[config.mk]
export PLATFORM = sky130hd
export DESIGN_NAME = cc3_cell
export DESIGN_NICKNAME = d
export VERILOG_FILES = /design/src/sv/cc3_pkg.sv /design/src/sv/cc3_cell.sv
export SDC_FILE = /design/constraint.sdc
export NUM_CORES = 1
export LEC_CHECK = 0
export BUFFER_PORTS_ARGS = -buffer_cell sky130_fd_sc_hd__buf_2
export CORE_MARGIN = 2
export CORE_UTILIZATION = 60
export CTS_CLUSTER_DIAMETER = 150
export DETAILED_ROUTE_END_ITERATION = 6
export PLACE_DENSITY = 0.79
export SLEW_MARGIN = 20
export SYNTH_ARGS = -nofsm -noshare
export SYNTH_HDL_FRONTEND = slang
export SYNTH_SLANG_ARGS = --single-unit
[constraint.sdc]
create_clock -name clk -period 18.8 [get_ports clk]
set_clock_uncertainty 0.15 [all_clocks]
set_input_delay 1.88 -clock clk [delete_from_list [all_inputs] [get_ports clk]]
set_output_delay 1.88 -clock clk [all_outputs]
set_load 0.05 [all_outputs]
[src/sv/cc3_pkg.sv]
// Shared constants, types and control structs of the 3x3 convolution stream unit.
package cc3_pkg;

  localparam int MAX_WIDTH = 1024;
  localparam int KS        = 3;
  localparam int COL_W     = $clog2(MAX_WIDTH);
  localparam int FILL_W    = COL_W + 1;
  localparam int WID_W     = 11;
  localparam int HGT_W     = 12;
  localparam int KROW_W    = 24;
  localparam int PIX_W     = 8;
  localparam int COEF_W    = 8;
  localparam int PROD_W    = 17;
  localparam int CSUM_W    = 18;
  localparam int SUM_W     = 20;
  localparam int FRAC_W    = 4;
  localparam int MAG_W     = 23;
  localparam int OUT_W     = 20;
  localparam int ODATA_W   = 24;
  localparam int CIDX_W    = 3;
  localparam int MUL_W     = 2 * MAG_W;
  localparam int DIV_BY    = 9;
  localparam int DIV_SHIFT = 26;
  localparam int DIV_MUL   = (1 << DIV_SHIFT) / DIV_BY;

  localparam logic [KROW_W-1:0] KROW_RESET   = 24'h010101;
  localparam logic [WID_W-1:0]  WIDTH_RESET  = 11'd1024;
  localparam logic [HGT_W-1:0]  HEIGHT_RESET = 12'd1024;

  typedef enum logic [CIDX_W-1:0] {
    CFG_KERN_TOP = 3'd0,
    CFG_KERN_MID = 3'd1,
    CFG_KERN_BOT = 3'd2,
    CFG_WIDTH    = 3'd3,
    CFG_HEIGHT   = 3'd4
  } cfg_idx_t;

  typedef enum logic {
    PH_MAIN,
    PH_FLUSH
  } s1_phase_t;

  typedef logic [PIX_W-1:0]                pix_t;
  typedef logic [KS-1:0][PIX_W-1:0]        pix_col_t;
  typedef logic [KS-1:0][COEF_W-1:0]       coef_col_t;
  typedef logic signed [CSUM_W-1:0]        csum_t;

  typedef struct packed {
    logic shift;
    logic load;
  } cell_ctrl_t;

  typedef struct packed {
    logic load_mul;
    logic load_out;
  } div_ctrl_t;

endpackage

[src/sv/cc3_cell.sv]
// One window column cell: three pixels, shifted from the right neighbor, and its weighted sum.
module cc3_cell (
  input  logic               clk,
  input  cc3_pkg::cell_ctrl_t ctrl,
  input  cc3_pkg::coef_col_t  coef,
  input  cc3_pkg::pix_col_t   din,
  output cc3_pkg::pix_col_t   pix,
  output cc3_pkg::csum_t      csum
);

  logic signed [cc3_pkg::PROD_W-1:0] prod [cc3_pkg::KS];
  cc3_pkg::csum_t                    csum_next;

  always_comb begin
    csum_next = '0;
    for (int r = 0; r < cc3_pkg::KS; r++) begin
      prod[r]   = $signed(coef[r]) * $signed({1'b0, pix[r]});
      csum_next = csum_next + cc3_pkg::CSUM_W'(prod[r]);
    end
  end

  always_ff @(posedge clk) begin
    if (ctrl.shift) begin
      pix <= din;
    end
    if (ctrl.load) begin
      csum <= csum_next;
    end
  end

endmodule

* Word-level counts from Yosys, hierarchy flattened
Cells that the tools add are included.
Word-level totals: logic and storage cells 9, output and inout port bits 42, bits of input ports 51, register bits after elaboration 42
Cells by class: multipliers 3, add/sub/neg operators 2
Operators by type and width (number):
- $mul 8x9->17 | 3
- $add 17x17->18 | 1
- $add 18x17->18 | 1

* Longest topological paths before layout
word-level depth 3, depth in mapped cells 22, depth with buffers taken out 21

* Least setup slack after synthesis
Ideal clock, no wire load.
path type input port to flip-flop, from input coef[0] (netlist name), to register csum[12] (data pin), path buffers 0, path slack 11587 ps, stages 18, required time 18387 ps, data arrival time 6801 ps, library setup time 263 ps, cell sequence and2_1 fa_1 fa_1 inv_1 fa_1 fa_1 inv_1 fa_1 fa_1 inv_1 fa_1 inv_1 ha_1 a21o_1 a21oi_4 a21oi_2 o41ai_2 xnor2_1
Between the ends: word-level cells in the longest chain between the ends 3
Ends and longest elaborated chain:
- start, declared | line cc3_cell.sv:5 | input cc3_pkg::coef_col_t coef,
- $mul 8x9->17 | line cc3_cell.sv:17 | prod[r] = $signed(coef[r]) * $signed({1'b0, pix[r]});
- $add 17x17->18 | line cc3_cell.sv:18 | csum_next = csum_next + cc3_pkg::CSUM_W'(prod[r]);
- $add 18x17->18 | line cc3_cell.sv:18
- named net csum_next[12] | line cc3_cell.sv:12 | cc3_pkg::csum_t csum_next;
- end signal, assigned | line cc3_cell.sv:27 | csum <= csum_next;
- end, declared | line cc3_cell.sv:8 | output cc3_pkg::csum_t csum
The timed path passes the listed nets, and every way through them passes these cells. A chain may end at the register's enable or synchronous reset.

* Worst setup path in the final report
from input coef[7] (netlist name), to register csum[17] (data pin)
The elaborated chain is that of the path after synthesis.

==> flow_summary.yaml <==
synthesis:
  synth-edff-count: 42
  synth_ff_type: "sky130_fd_sc_hd__edfxtp_1"
  yosys.cell_types.count: 30
  synth_cells: 826
  mappedNetlistNets: 1149
  synth_warnings: 0
  ys_ff_latch: 42
  post-synth-top-area-fraction: 0.3952
  asyncSetResetFlopFracSynth: 0
  syn_area_um2: 8358
  synth_sequential_area_ratio: 0.1509
  avgSynthCellArea_um2: 10.12
  synth_top_area_cell: "sky130_fd_sc_hd__fa_1"
  synth_area_leaders: "sky130_fd_sc_hd__fa_1 (40%), sky130_fd_sc_hd__ha_1 (16%), sky130_fd_sc_hd__edfxtp_1 (15%)"
floorplanning:
  boundaryPins: 93
  die_area_um2: 14890
  core_area_um2: 13720
  die_w_um: 122.0
  die_height_um: 122.0
  fp-row-count: 43
  floorplan.initialDensity: 0.6092
timing:
  transition_time_at_the_pin_with_the_least_slew_margin_ps: 650.1
  fin_setup_tns_ps: 0
  timing.fmax_ghz: 0.1330
  postLayoutSetupSlackWorst_ps: 11280
  slew_headroom: 0.5666
  final_hold_vios: 0
  setup_viol_count_final: 0
  fin_crit_ps: 7521
  rsz0062_at_grt: "false"
  slew_viol_final: 0
  fin_crit_share: 0.4000
final_layout:
  most_common_cell_after_layout_fill_and_taps_aside: "sky130_fd_sc_hd__inv_1"
  layout-area-overhead-vs-synth_pct: 10.10
  antenna-diode-count: 0
  num-nets-final: 1246
  drive_gt1_frac: 0.1136
  leading_cell_types_in_the_layout_fill_and_taps_excluded: "sky130_fd_sc_hd__inv_1 (232), sky130_fd_sc_hd__fa_1 (165), sky130_fd_sc_hd__and2_1 (112)"
cts:
  clk_transition_reported_paths_ps: 70
  htreeDepth: 2
  clock_insertion_delay_worst_skew_ps: 300
  clock_tree_from_tritoncts: "built"
  clk_path_buf_depth: 2
  postCtsHoldBufs: 0
  post_cts.repair.setup_buffers: 0
  post_cts_resize_count: 0
  clock_sink_count: 42
  tritoncts.num_buffers: 5
  cts_root_buf: "sky130_fd_sc_hd__clkbuf_16"
critical_path:
  required_ps: 18700
  slowest_stage: "sky130_fd_sc_hd__fa_1"
  critical_path.max_fanout: 9
  crit_path_start: "coef[7]"
  kind_of_launch_point_of_the_worst_setup_path: "input pin"
  cpMostUsedCell: "sky130_fd_sc_hd__fa_1"
  worst_setup_path_endpoint: "csum[17]"
  critical_path.endpoint_type: "flip-flop"
  r2r_setup_slack_ps: 12480
  end_of_the_worst_register_to_register_path: "csum[17]"
  worst-endpoint-arrival_ps: 7420
  critical-path-max-stage-delay_ps: 520
  crit_chain: "buf_2, clkinv_1, nor2_1, fa_1, inv_1, fa_1, fa_1, fa_1, inv_1, fa_1, fa_1, inv_1, fa_1, inv_1, ha_1, a21oi_1, nand2_1, o211ai_1, a41oi_1, xnor2_1"
  worst_r2r_startpoint: "pix[21]"
  setup.worst_path.class: "in2reg"
  reg2regPathDepth: 18
global_routing:
  antenna_found_initial: 0
  number_of_global_route_vias_before_repair: 6301
  grt_max_degree: 25
  grt_use_total: 0.2573
  globalRouteOverflowTotal: 0
  global_route_wire_length_before_repair_mm: 29.40
placed_design:
  total_of_buffers_placed_on_input_and_output_ports: 92
  globalplace.congestion: 0.8645
  dp.final_hpwl_mm: 14.57
  post-place-ws_ps: 10980
hold_path:
  hold_path_class: "reg2reg"
routing:
  route.detailed.drc: 0
  met2WireLength_mm: 9.020
  firstDrtPassIters: 4
  met1_length_mm: 6.657
  highest_metal_layer_with_signal_wires: "met4"
  drt-total-wl_mm: 16.91
  wl_met3_um: 809
  drt-wirelength-per-cell_um: 15.32
  detailed_route_via_count: 5750
  final_antenna_net_count: 0
  first_iter_violations: 239
  post_drt_via_cell_ratio: 5.208
run:
  max_cap_violations: 0
outcome:
  status: "complete, no violations"
## worst min-delay path by stage
stage / cells after the start / startpoint / end
2_1_floorplan: 2 / pix[8] / csum[0]
3_3_place_gp: 2 / pix[8] / csum[0]
3_5_place_dp: 2 / pix[8] / csum[0]
4_1_cts: 2 / pix[8] / csum[0]
5_1_grt: 2 / pix[8] / csum[0]
6_report: 2 / pix[8] / csum[0]
## cell usage after synthesis, types with 2 or more instances
library cell               number
sky130_fd_sc_hd__a21o_1         4
sky130_fd_sc_hd__a21oi_1       12
sky130_fd_sc_hd__a21oi_2        2
sky130_fd_sc_hd__and2_1       112
sky130_fd_sc_hd__clkbuf_2       2
sky130_fd_sc_hd__clkinv_1       2
sky130_fd_sc_hd__edfxtp_1      42
sky130_fd_sc_hd__fa_1         165
sky130_fd_sc_hd__ha_1         107
sky130_fd_sc_hd__inv_1        232
sky130_fd_sc_hd__mux2i_1        2
sky130_fd_sc_hd__nand2_1       65
sky130_fd_sc_hd__nand2b_1       9
sky130_fd_sc_hd__nand4_1        2
sky130_fd_sc_hd__nand4b_1       2
sky130_fd_sc_hd__nor2_1        28
sky130_fd_sc_hd__nor2b_1        3
sky130_fd_sc_hd__nor3_1         2
sky130_fd_sc_hd__o211ai_1       2
sky130_fd_sc_hd__o21ai_0        6
sky130_fd_sc_hd__xnor2_1       12
sky130_fd_sc_hd__xor2_1         5
## cell families after synthesis
| logic type | Yosys count | synth area share |
|---|---|---|
| adders and majority gates | 272 | 0.5554 |
| AOI/OAI and AO/OA | 32 | 0.02620 |
| muxes | 2 | 0.002395 |
| xor gates and xnor gates | 17 | 0.01781 |
| DFF | 42 | 0.1509 |
| buffers and inverters | 236 | 0.1063 |
| and+or+nand+nor | 225 | 0.1410 |
## worst max-delay path, delay by kind of cell
kind                       cells  cell delay (ps)
and+or+nand+nor                2              320
buffers and inverters          6              640
AOI/OAI and AO/OA              3              750
xor gates and xnor gates       1              160
adders and majority gates      8             3650
## final cells by class
| cell class | count | area (um^2) |
|---|---|---|
| fillers | 1120 | 4517 |
| clock inverters | 3 | 43.79 |
| well taps | 180 | 225.2 |
| repair buffers | 92 | 460.4 |
| clock buffers | 5 | 125.1 |
| inverters | 234 | 878.3 |
| flip-flops and latches | 42 | 1261 |
| multi-input cells | 548 | 6208 |
## layer usage
layer	vias up	track usage
met5	-	0
met4	0	0.07974
met3	28	0.03277
met2	153	0.4571
met1	2924	0.3292
li1	2645	-
## stage by stage
step	cell area, um^2	hold slack [ps]	utilization	instances
6_report	9203	904.1	0.6708	1104
5_1_grt	9203	912.6	0.6708	1104
4_1_cts	9203	897.9	0.6708	1104
3_5_place_dp	9034	879.1	0.6585	1096
3_3_place_gp	9034	849.1	0.6585	1096
2_1_floorplan	8358	962.9	-	826
## flip-flops by register name, indices dropped and copies added, names as in the netlist
| name | flops |
|---|---|
| csum | 18 |
| pix | 24 |
Power is not shown: default switching activity piles up to over one toggle a cycle in this logic, so the estimate is an artifact.
